### src/rtl/ssc_pkg.sv
package ssc_pkg;

    localparam int ANGLE_W = 9;
    localparam int DUTY_W = 12;
    localparam int LIMIT_W = 8;
    localparam int OFFSET_W = 7;
    localparam int CFG_ADDR_W = 3;

    typedef logic signed [ANGLE_W-1:0] t_angle;
    typedef logic [DUTY_W-1:0] t_duty;

    localparam logic [3:0] CMD_TICK        = 4'd0;
    localparam logic [3:0] CMD_SET_ALL     = 4'd1;
    localparam logic [3:0] CMD_SET_ONE     = 4'd2;
    localparam logic [3:0] CMD_SET_TWO     = 4'd3;
    localparam logic [3:0] CMD_SET_THREE   = 4'd4;
    localparam logic [3:0] CMD_SET12       = 4'd5;
    localparam logic [3:0] CMD_SET12_INV   = 4'd6;
    localparam logic [3:0] CMD_BOUNCE_ONE  = 4'd7;
    localparam logic [3:0] CMD_BOUNCE_TWO  = 4'd8;
    localparam logic [3:0] CMD_BOUNCE_THREE = 4'd9;
    localparam logic [3:0] CMD_STOP        = 4'd10;

    localparam logic [CFG_ADDR_W-1:0] REG_OFFSET_ONE  = 3'd0;
    localparam logic [CFG_ADDR_W-1:0] REG_OFFSET_TWO  = 3'd1;
    localparam logic [CFG_ADDR_W-1:0] REG_OFFSET_THREE = 3'd2;
    localparam logic [CFG_ADDR_W-1:0] REG_LOW_PAIR    = 3'd3;
    localparam logic [CFG_ADDR_W-1:0] REG_HIGH_PAIR   = 3'd4;
    localparam logic [CFG_ADDR_W-1:0] REG_LOW_THIRD   = 3'd5;
    localparam logic [CFG_ADDR_W-1:0] REG_HIGH_THIRD  = 3'd6;

    localparam logic signed [OFFSET_W-1:0] OFFSET_ONE_RST   = 7'sd5;
    localparam logic signed [OFFSET_W-1:0] OFFSET_TWO_RST   = -7'sd5;
    localparam logic signed [OFFSET_W-1:0] OFFSET_THREE_RST = 7'sd0;
    localparam logic [LIMIT_W-1:0] LOW_PAIR_RST   = 8'd10;
    localparam logic [LIMIT_W-1:0] HIGH_PAIR_RST  = 8'd170;
    localparam logic [LIMIT_W-1:0] LOW_THIRD_RST  = 8'd60;
    localparam logic [LIMIT_W-1:0] HIGH_THIRD_RST = 8'd120;

    localparam t_angle ANGLE_RST = 9'sd90;
    localparam logic [LIMIT_W-1:0] MIRROR_ANGLE = 8'd180;

    localparam logic signed [12:0] DUTY_BASE = 13'sd625;
    localparam logic signed [12:0] DUTY_TOP = 13'sd3125;
    // angle * 2500 / 270 is angle * 250 / 27; 19418250 / 2^21 approximates 250 / 27, exact
    // after truncation for every magnitude up to 256.
    localparam logic [24:0] DUTY_RECIP = 25'd19418250;
    localparam int DUTY_SHIFT = 21;

    typedef struct packed {
        logic set_en;
        logic mirror;
        logic bounce_en;
        logic stop_en;
        logic tick_en;
    } t_motor_ctl;

    typedef struct packed {
        logic [LIMIT_W-1:0] lo;
        logic [LIMIT_W-1:0] hi;
        logic signed [OFFSET_W-1:0] off;
    } t_motor_cfg;

    function automatic t_angle sat9(input logic signed [10:0] x);
        t_angle y;
        if (x > 11'sd255) begin
            y = 9'sd255;
        end else if (x < -11'sd256) begin
            y = -9'sd256;
        end else begin
            y = x[8:0];
        end
        return y;
    endfunction

endpackage

### src/rtl/ssc_motor.sv
module ssc_motor (
    input  logic                 i_clk,
    input  logic                 i_rst_n,
    input  ssc_pkg::t_motor_ctl  i_ctl,
    input  ssc_pkg::t_motor_cfg  i_cfg,
    input  logic [7:0]           i_value,
    output ssc_pkg::t_angle      o_angle
);

    ssc_pkg::t_angle r_cur, n_cur;
    ssc_pkg::t_angle r_tgt, n_tgt;
    logic r_bounce, n_bounce;

    logic signed [10:0] off_x;
    logic signed [10:0] lo_o;
    logic signed [10:0] hi_o;
    logic signed [10:0] cur_x;
    logic [7:0] clamped;
    logic signed [10:0] set_sum;
    ssc_pkg::t_angle tick_tgt;

    always_comb begin
        off_x = {{4{i_cfg.off[6]}}, i_cfg.off};
        lo_o = $signed({3'b000, i_cfg.lo}) + off_x;
        hi_o = $signed({3'b000, i_cfg.hi}) + off_x;
        cur_x = {{2{r_cur[8]}}, r_cur};
        if (i_value > i_cfg.hi) begin
            clamped = i_cfg.hi;
        end else if (i_value < i_cfg.lo) begin
            clamped = i_cfg.lo;
        end else begin
            clamped = i_value;
        end
        if (i_ctl.mirror) begin
            set_sum = $signed({3'b000, ssc_pkg::MIRROR_ANGLE}) - $signed({3'b000, clamped})
                      + off_x;
        end else begin
            set_sum = $signed({3'b000, clamped}) + off_x;
        end
    end

    always_comb begin
        n_cur = r_cur;
        n_tgt = r_tgt;
        n_bounce = r_bounce;
        tick_tgt = r_tgt;
        if (r_bounce) begin
            if (cur_x >= hi_o) begin
                tick_tgt = ssc_pkg::sat9(lo_o);
            end else if (cur_x <= lo_o) begin
                tick_tgt = ssc_pkg::sat9(hi_o);
            end
        end
        priority if (i_ctl.set_en) begin
            n_tgt = ssc_pkg::sat9(set_sum);
            n_bounce = 1'b0;
        end else if (i_ctl.bounce_en) begin
            n_bounce = 1'b1;
            n_tgt = ssc_pkg::sat9((cur_x >= hi_o) ? lo_o : hi_o);
        end else if (i_ctl.stop_en) begin
            n_bounce = 1'b0;
        end else if (i_ctl.tick_en) begin
            n_tgt = tick_tgt;
            if (r_cur < tick_tgt) begin
                n_cur = r_cur + 9'sd1;
            end else if (r_cur > tick_tgt) begin
                n_cur = r_cur - 9'sd1;
            end
        end else begin
        end
    end

    always_ff @(posedge i_clk) begin
        if (!i_rst_n) begin
            r_cur <= ssc_pkg::ANGLE_RST;
            r_tgt <= ssc_pkg::ANGLE_RST;
            r_bounce <= 1'b0;
        end else begin
            r_cur <= n_cur;
            r_tgt <= n_tgt;
            r_bounce <= n_bounce;
        end
    end

    assign o_angle = r_cur;

endmodule

### src/rtl/ssc_duty.sv
module ssc_duty (
    input  ssc_pkg::t_angle i_angle,
    output ssc_pkg::t_duty  o_duty
);

    logic [9:0] mag;
    logic [34:0] prod;
    logic [11:0] quot;
    logic signed [12:0] level;

    always_comb begin
        mag = i_angle[8] ? 10'(-{i_angle[8], i_angle}) : {1'b0, i_angle};
        prod = 35'(mag) * 35'(ssc_pkg::DUTY_RECIP);
        quot = prod[ssc_pkg::DUTY_SHIFT +: 12];
        if (i_angle[8]) begin
            level = ssc_pkg::DUTY_BASE - $signed({1'b0, quot});
        end else begin
            level = ssc_pkg::DUTY_BASE + $signed({1'b0, quot});
        end
        if (level < 13'sd0) begin
            o_duty = '0;
        end else if (level > ssc_pkg::DUTY_TOP) begin
            o_duty = ssc_pkg::DUTY_TOP[11:0];
        end else begin
            o_duty = level[11:0];
        end
    end

endmodule

### src/rtl/three_servo_slew_controller.sv
// Three-servo slew controller. Each input word carries a command and an angle;
// a tick moves every servo angle one degree toward its target unless motion is
// stopped, and the other commands set targets, start bounce mode or stop. Every
// accepted word yields exactly one output word with the pulse level of each
// servo and the stopped flag. One word is accepted per clock cycle when the
// output side keeps up; each result passes through the input register, the
// servo state update and the output register that holds the pulse levels. A
// stalled output holds the stages behind it, so at most three words are inside
// at once. Configuration writes take effect on the next clock edge and must
// only occur while the block is idle.
module three_servo_slew_controller (
    input  logic        i_clk,
    input  logic        i_rst_n,
    input  logic        s_axis_tvalid,
    output logic        s_axis_tready,
    input  logic [15:0] s_axis_tdata,   // command [3:0], value [11:4], zeros above
    output logic        m_axis_tvalid,
    input  logic        m_axis_tready,
    output logic [39:0] m_axis_tdata,   // duty_one, duty_two, duty_three, halted, zeros
    input  logic        i_cfg_we,
    input  logic [2:0]  i_cfg_addr,
    input  logic [7:0]  i_cfg_wdata
);

    logic r_in_valid;
    logic [3:0] r_in_cmd;
    logic [7:0] r_in_value;
    logic r_u_valid;
    logic r_o_valid;
    ssc_pkg::t_duty r_o_duty [3];
    logic r_o_halted;
    logic r_stopped, n_stopped;

    logic signed [6:0] r_off [3];
    logic [7:0] r_lo_pair, r_hi_pair, r_lo_third, r_hi_third;

    logic out_free, u_adv, u_free, in_adv, in_fire;
    logic value_ok;
    ssc_pkg::t_motor_ctl ctl [3];
    ssc_pkg::t_motor_cfg mcfg [3];
    ssc_pkg::t_angle angle [3];
    ssc_pkg::t_duty duty [3];

    assign out_free = !r_o_valid || m_axis_tready;
    assign u_adv = r_u_valid && out_free;
    assign u_free = !r_u_valid || out_free;
    assign in_adv = r_in_valid && u_free;
    assign s_axis_tready = !r_in_valid || u_free;
    assign in_fire = s_axis_tvalid && s_axis_tready;
    assign value_ok = r_in_value <= ssc_pkg::MIRROR_ANGLE;

    always_comb begin
        for (int m = 0; m < 3; m++) begin
            ctl[m] = '0;
        end
        n_stopped = r_stopped;
        if (in_adv) begin
            unique case (r_in_cmd)
                ssc_pkg::CMD_TICK: begin
                    for (int m = 0; m < 3; m++) begin
                        ctl[m].tick_en = !r_stopped;
                    end
                end
                ssc_pkg::CMD_SET_ALL: begin
                    if (value_ok) begin
                        for (int m = 0; m < 3; m++) begin
                            ctl[m].set_en = 1'b1;
                        end
                        ctl[1].mirror = 1'b1;
                        n_stopped = 1'b0;
                    end
                end
                ssc_pkg::CMD_SET_ONE: begin
                    if (value_ok) begin
                        ctl[0].set_en = 1'b1;
                        n_stopped = 1'b0;
                    end
                end
                ssc_pkg::CMD_SET_TWO: begin
                    if (value_ok) begin
                        ctl[1].set_en = 1'b1;
                        ctl[1].mirror = 1'b1;
                        n_stopped = 1'b0;
                    end
                end
                ssc_pkg::CMD_SET_THREE: begin
                    if (value_ok) begin
                        ctl[2].set_en = 1'b1;
                        n_stopped = 1'b0;
                    end
                end
                ssc_pkg::CMD_SET12, ssc_pkg::CMD_SET12_INV: begin
                    if (value_ok) begin
                        ctl[0].set_en = 1'b1;
                        ctl[1].set_en = 1'b1;
                        ctl[1].mirror = (r_in_cmd == ssc_pkg::CMD_SET12);
                        n_stopped = 1'b0;
                    end
                end
                ssc_pkg::CMD_BOUNCE_ONE: begin
                    ctl[0].bounce_en = 1'b1;
                    n_stopped = 1'b0;
                end
                ssc_pkg::CMD_BOUNCE_TWO: begin
                    ctl[1].bounce_en = 1'b1;
                    n_stopped = 1'b0;
                end
                ssc_pkg::CMD_BOUNCE_THREE: begin
                    ctl[2].bounce_en = 1'b1;
                    n_stopped = 1'b0;
                end
                ssc_pkg::CMD_STOP: begin
                    for (int m = 0; m < 3; m++) begin
                        ctl[m].stop_en = 1'b1;
                    end
                    n_stopped = 1'b1;
                end
                default: begin
                end
            endcase
        end
    end

    assign mcfg[0] = '{lo: r_lo_pair, hi: r_hi_pair, off: r_off[0]};
    assign mcfg[1] = '{lo: r_lo_pair, hi: r_hi_pair, off: r_off[1]};
    assign mcfg[2] = '{lo: r_lo_third, hi: r_hi_third, off: r_off[2]};

    for (genvar m = 0; m < 3; m++) begin : g_motor
        ssc_motor u_motor (
            .i_clk   (i_clk),
            .i_rst_n (i_rst_n),
            .i_ctl   (ctl[m]),
            .i_cfg   (mcfg[m]),
            .i_value (r_in_value),
            .o_angle (angle[m])
        );

        ssc_duty u_duty (
            .i_angle (angle[m]),
            .o_duty  (duty[m])
        );
    end

    always_ff @(posedge i_clk) begin
        if (!i_rst_n) begin
            r_in_valid <= 1'b0;
            r_u_valid <= 1'b0;
            r_o_valid <= 1'b0;
            r_stopped <= 1'b0;
            r_off[0] <= ssc_pkg::OFFSET_ONE_RST;
            r_off[1] <= ssc_pkg::OFFSET_TWO_RST;
            r_off[2] <= ssc_pkg::OFFSET_THREE_RST;
            r_lo_pair <= ssc_pkg::LOW_PAIR_RST;
            r_hi_pair <= ssc_pkg::HIGH_PAIR_RST;
            r_lo_third <= ssc_pkg::LOW_THIRD_RST;
            r_hi_third <= ssc_pkg::HIGH_THIRD_RST;
        end else begin
            r_in_valid <= in_fire || (r_in_valid && !in_adv);
            r_u_valid <= in_adv || (r_u_valid && !u_adv);
            r_o_valid <= u_adv || (r_o_valid && !m_axis_tready);
            r_stopped <= n_stopped;
            if (i_cfg_we) begin
                unique case (i_cfg_addr)
                    ssc_pkg::REG_OFFSET_ONE:   r_off[0] <= i_cfg_wdata[6:0];
                    ssc_pkg::REG_OFFSET_TWO:   r_off[1] <= i_cfg_wdata[6:0];
                    ssc_pkg::REG_OFFSET_THREE: r_off[2] <= i_cfg_wdata[6:0];
                    ssc_pkg::REG_LOW_PAIR:     r_lo_pair <= i_cfg_wdata;
                    ssc_pkg::REG_HIGH_PAIR:    r_hi_pair <= i_cfg_wdata;
                    ssc_pkg::REG_LOW_THIRD:    r_lo_third <= i_cfg_wdata;
                    ssc_pkg::REG_HIGH_THIRD:   r_hi_third <= i_cfg_wdata;
                    default: begin
                    end
                endcase
            end
        end
    end

    always_ff @(posedge i_clk) begin
        if (in_fire) begin
            r_in_cmd <= s_axis_tdata[3:0];
            r_in_value <= s_axis_tdata[11:4];
        end
        if (u_adv) begin
            r_o_duty[0] <= duty[0];
            r_o_duty[1] <= duty[1];
            r_o_duty[2] <= duty[2];
            r_o_halted <= r_stopped;
        end
    end

    assign m_axis_tvalid = r_o_valid;
    assign m_axis_tdata = {3'b000, r_o_halted, r_o_duty[2], r_o_duty[1], r_o_duty[0]};

endmodule

### config.mk
export PLATFORM = sky130hd
export DESIGN_NAME = three_servo_slew_controller
export DESIGN_NICKNAME = d
export VERILOG_FILES = /design/src/rtl/ssc_pkg.sv /design/src/rtl/ssc_motor.sv /design/src/rtl/ssc_duty.sv /design/src/rtl/three_servo_slew_controller.sv
export SDC_FILE = /design/constraint.sdc
export NUM_CORES = 1
export LEC_CHECK = 0
export ABC_CLOCK_PERIOD_IN_PS = 11200
export BUFFER_PORTS_ARGS = -buffer_cell sky130_fd_sc_hd__buf_2
export CAP_MARGIN = 15
export CORE_ASPECT_RATIO = 2
export CORE_MARGIN = 2
export CORE_UTILIZATION = 66
export DETAILED_ROUTE_END_ITERATION = 10
export PLACE_DENSITY_LB_ADDON = 0.15
export SLEW_MARGIN = 0
export SYNTH_ARGS = -nofsm -noshare
export SYNTH_HDL_FRONTEND = slang
export SYNTH_SLANG_ARGS = --single-unit
### constraint.sdc
create_clock -name i_clk -period 11.2 [get_ports i_clk]
set_input_delay 1.12 -clock i_clk [delete_from_list [all_inputs] [get_ports i_clk]]
set_output_delay 1.12 -clock i_clk [all_outputs]
set_load 0.1 [all_outputs]
==> metrics.txt <==
Initial Util about two thirds; status completed; max-cap violations 0; dominant synthesized flop cell dfxtp_1; leakage power figure between 10 and 15 nW; die span in x around 150 um; port bufs 66; CP Launch Type register; most frequent CP cell o21a_1; PnR worst setup slack between 2 and 2.5 ns; Final Skew ~0.014 ns; Syn Inst Count 3157; post-synthesis register bit count 163; I/O pin cnt between 70 and 80; Reg power frac 18.8%; final setup vio count 0; post-cts sizing count 0; # diodes 0; worst slew pin tran 1.136 ns; asr flop ratio synth 0%; number of synthesized flops with an enable pin 70; Slew headroom 23.60%; yosys synthesis warning count 0; post-synth top area share 24.92%; drt wl/cell 20.29 um; Yosys top cell by area ha_1; Comb power frac between 60% and 70%; Overflow after GRT 0; Routed Antenna Nets 0; CP peak stage delay roughly 0.65 ns; crit path max fanout 25; Syn Area/Cell around 8.4 um2; Post-Route WL 75940 um; site row count around 100; most frequent cells after synthesis ha_1, inv_1, nand2_1; synthesized area about 0.026 mm2; first-pass GRT wire length around 120000 um; Initial DRC Count between 1k and 1.5k; clock-pin slew on the worst setup and hold paths about 0.070 ns; Seq/Total Area, Yosys between 15 and 20%; Fmax achieved roughly 0.11 GHz; count leader, synth ha_1; setup TNS 0 ns; nets@finish 3858; Hold Violations, Final 0; Int Pwr around 2.0 mW; GRT Overall Usage between 30 and 40%; number of global-route vias before repair ~25k; DRC 0; fin crit share between 70 and 80%; Vias/cell about 6.5; TritonCTS clock tree done; NetSw about 1.9 mW; H-Tree Depth 4; final slew viol count 0; pin count of the biggest net entering global routing between 50 and 60; Die H about 290 um; Layout area overhead 5.723%; GPL Wtd Cong slightly below 1; clock root cell clkbuf_16; initial antenna violation count 0; Switching Share 49.04%; Hold Crit Class register to register; CP required 11.61 ns; crit path max-delay cell type xnor2_1; setup slack, reg-to-reg 2.26 ns; via count 24.44k; VDD IR max around 0.00019 V; Cell variety after synth between 90 and 100; Die Footprint 0.04173 mm2; core area 0.03944 mm2; Setup WS pre-CTS between 2 and 2.5 ns; TritonCTS Sinks ~160; hold_buf cts 0; crit path DAT roughly 9.4 ns; CTS Buf Count 17; PwrDens approximately 140 mW/mm2; Synth area leaders ha_1, edfxtp_1, fa_1; Worst-Skew Late Latency 0.48 ns; Setup Fix Bufs, Post-CTS 0; min cycle time layout between 8 and 9 ns; clock power share 15.4%; Worst setup EP type register; TritonRoute pass-1 iters 8; Longest Clk Path Bufs 2; critical path class register to register; dpl hpwl around 62000 um; share of layout cells above drive strength 1 about 5.2%; RSZ-0062 raised after global routing no
worst max-delay path: cells and delay by family, from the launching register on:
kind,cells,cell delay [ns]
compound gates,18,3.40
xor+xnor,2,0.79
simple gates,13,2.09
buf+inv,2,0.37
flops,1,0.44
fa+ha+maj,5,1.76
state kept, by name, indices dropped and copies added, names as in the netlist, 4 cells and up:
| register | cells |
|---|---|
| r_in_cmd | 4 |
| g_motor.u_motor.r_tgt | 27 |
| r_lo_pair | 8 |
| r_off | 21 |
| r_hi_pair | 8 |
| r_in_value | 8 |
| r_hi_third | 8 |
| r_o_duty | 36 |
| g_motor.u_motor.o_angle | 27 |
| r_lo_third | 8 |
layout by cell type (no fill, tap or decap), drive strengths merged, types with 63 or more instances in the layout:
cell type / count
edfxtp: 70
fa: 95
a21oi: 162
o21a: 64
nand3: 77
ha: 526
dfxtp: 93
inv: 352
nand2: 236
o211ai: 63
buf: 84
o21ai: 158
nor2: 174
xnor2: 119
routing by layer:
metal	up-vias	share of wire, %	track usage (%)
li1	11609	-	-
met1	11549	33	32.77
met2	896	54	71.47
met3	382	3.9	4.190
met4	0	8.6	28.77
met5	-	0	0
area by class of cell:
cell class	instances	area [um2]
clock buffer	20	467.9
inverter	351	1318
multi-input combinational	2588	20920
timing repair buffer	84	478.0
clock inverter	12	121.4
fill	3197	11510
tap	525	656.9
sequential	163	3964
worst paths after layout:
path	depth (start not counted)	to	from
min	0	r_o_halted	r_stopped
max	40	g_motor[1].u_motor.o_angle[8]	r_hi_pair[0]
min reg2reg	0	r_o_halted	r_stopped
max reg2reg	40	g_motor[1].u_motor.o_angle[8]	r_hi_pair[0]
stage by stage:
step	total power, mW	hold WS [ns]	instances	instance area (um2)	utilization, %
final	3.974	0.4845	3743	27920	70.81
after global routing	4.268	0.5086	3743	27920	70.81
after CTS	3.928	0.4835	3742	27900	70.76
after detailed placement	3.303	0.4681	3710	27310	69.26
after global placement	3.204	0.4593	3710	27310	69.26
after floorplan	2.739	0.4304	3181	26500	-
kinds of logic (layout without fill, tap and decap cells):
family | Yosys count | count (layout) | synth area share [%]
AO/OA/AOI/OAI | 891 | 891 | 23.30
XOR/XNOR | 169 | 169 | 5.604
adder cells (fa/ha/maj) | 630 | 630 | 32.46
buffers and inverters | 430 | 467 | 6.177
flip-flops | 163 | 163 | 15.01
multiplexers | 54 | 54 | 2.089
other | 2 | 26 | 0.02843
AND/OR/NAND/NOR | 818 | 818 | 15.33
power groups by stage:
stage | registers, mW | clock network [mW] | logic, mW
2_1_floorplan | 0.886 | 0 | 1.85
3_3_place_gp | 0.759 | 0 | 2.45
3_5_place_dp | 0.760 | 0 | 2.54
4_1_cts | 0.747 | 0.614 | 2.57
5_1_grt | 0.751 | 0.636 | 2.88
6_report | 0.748 | 0.613 | 2.61
Note: power is estimated with default switching activity, not from simulation.
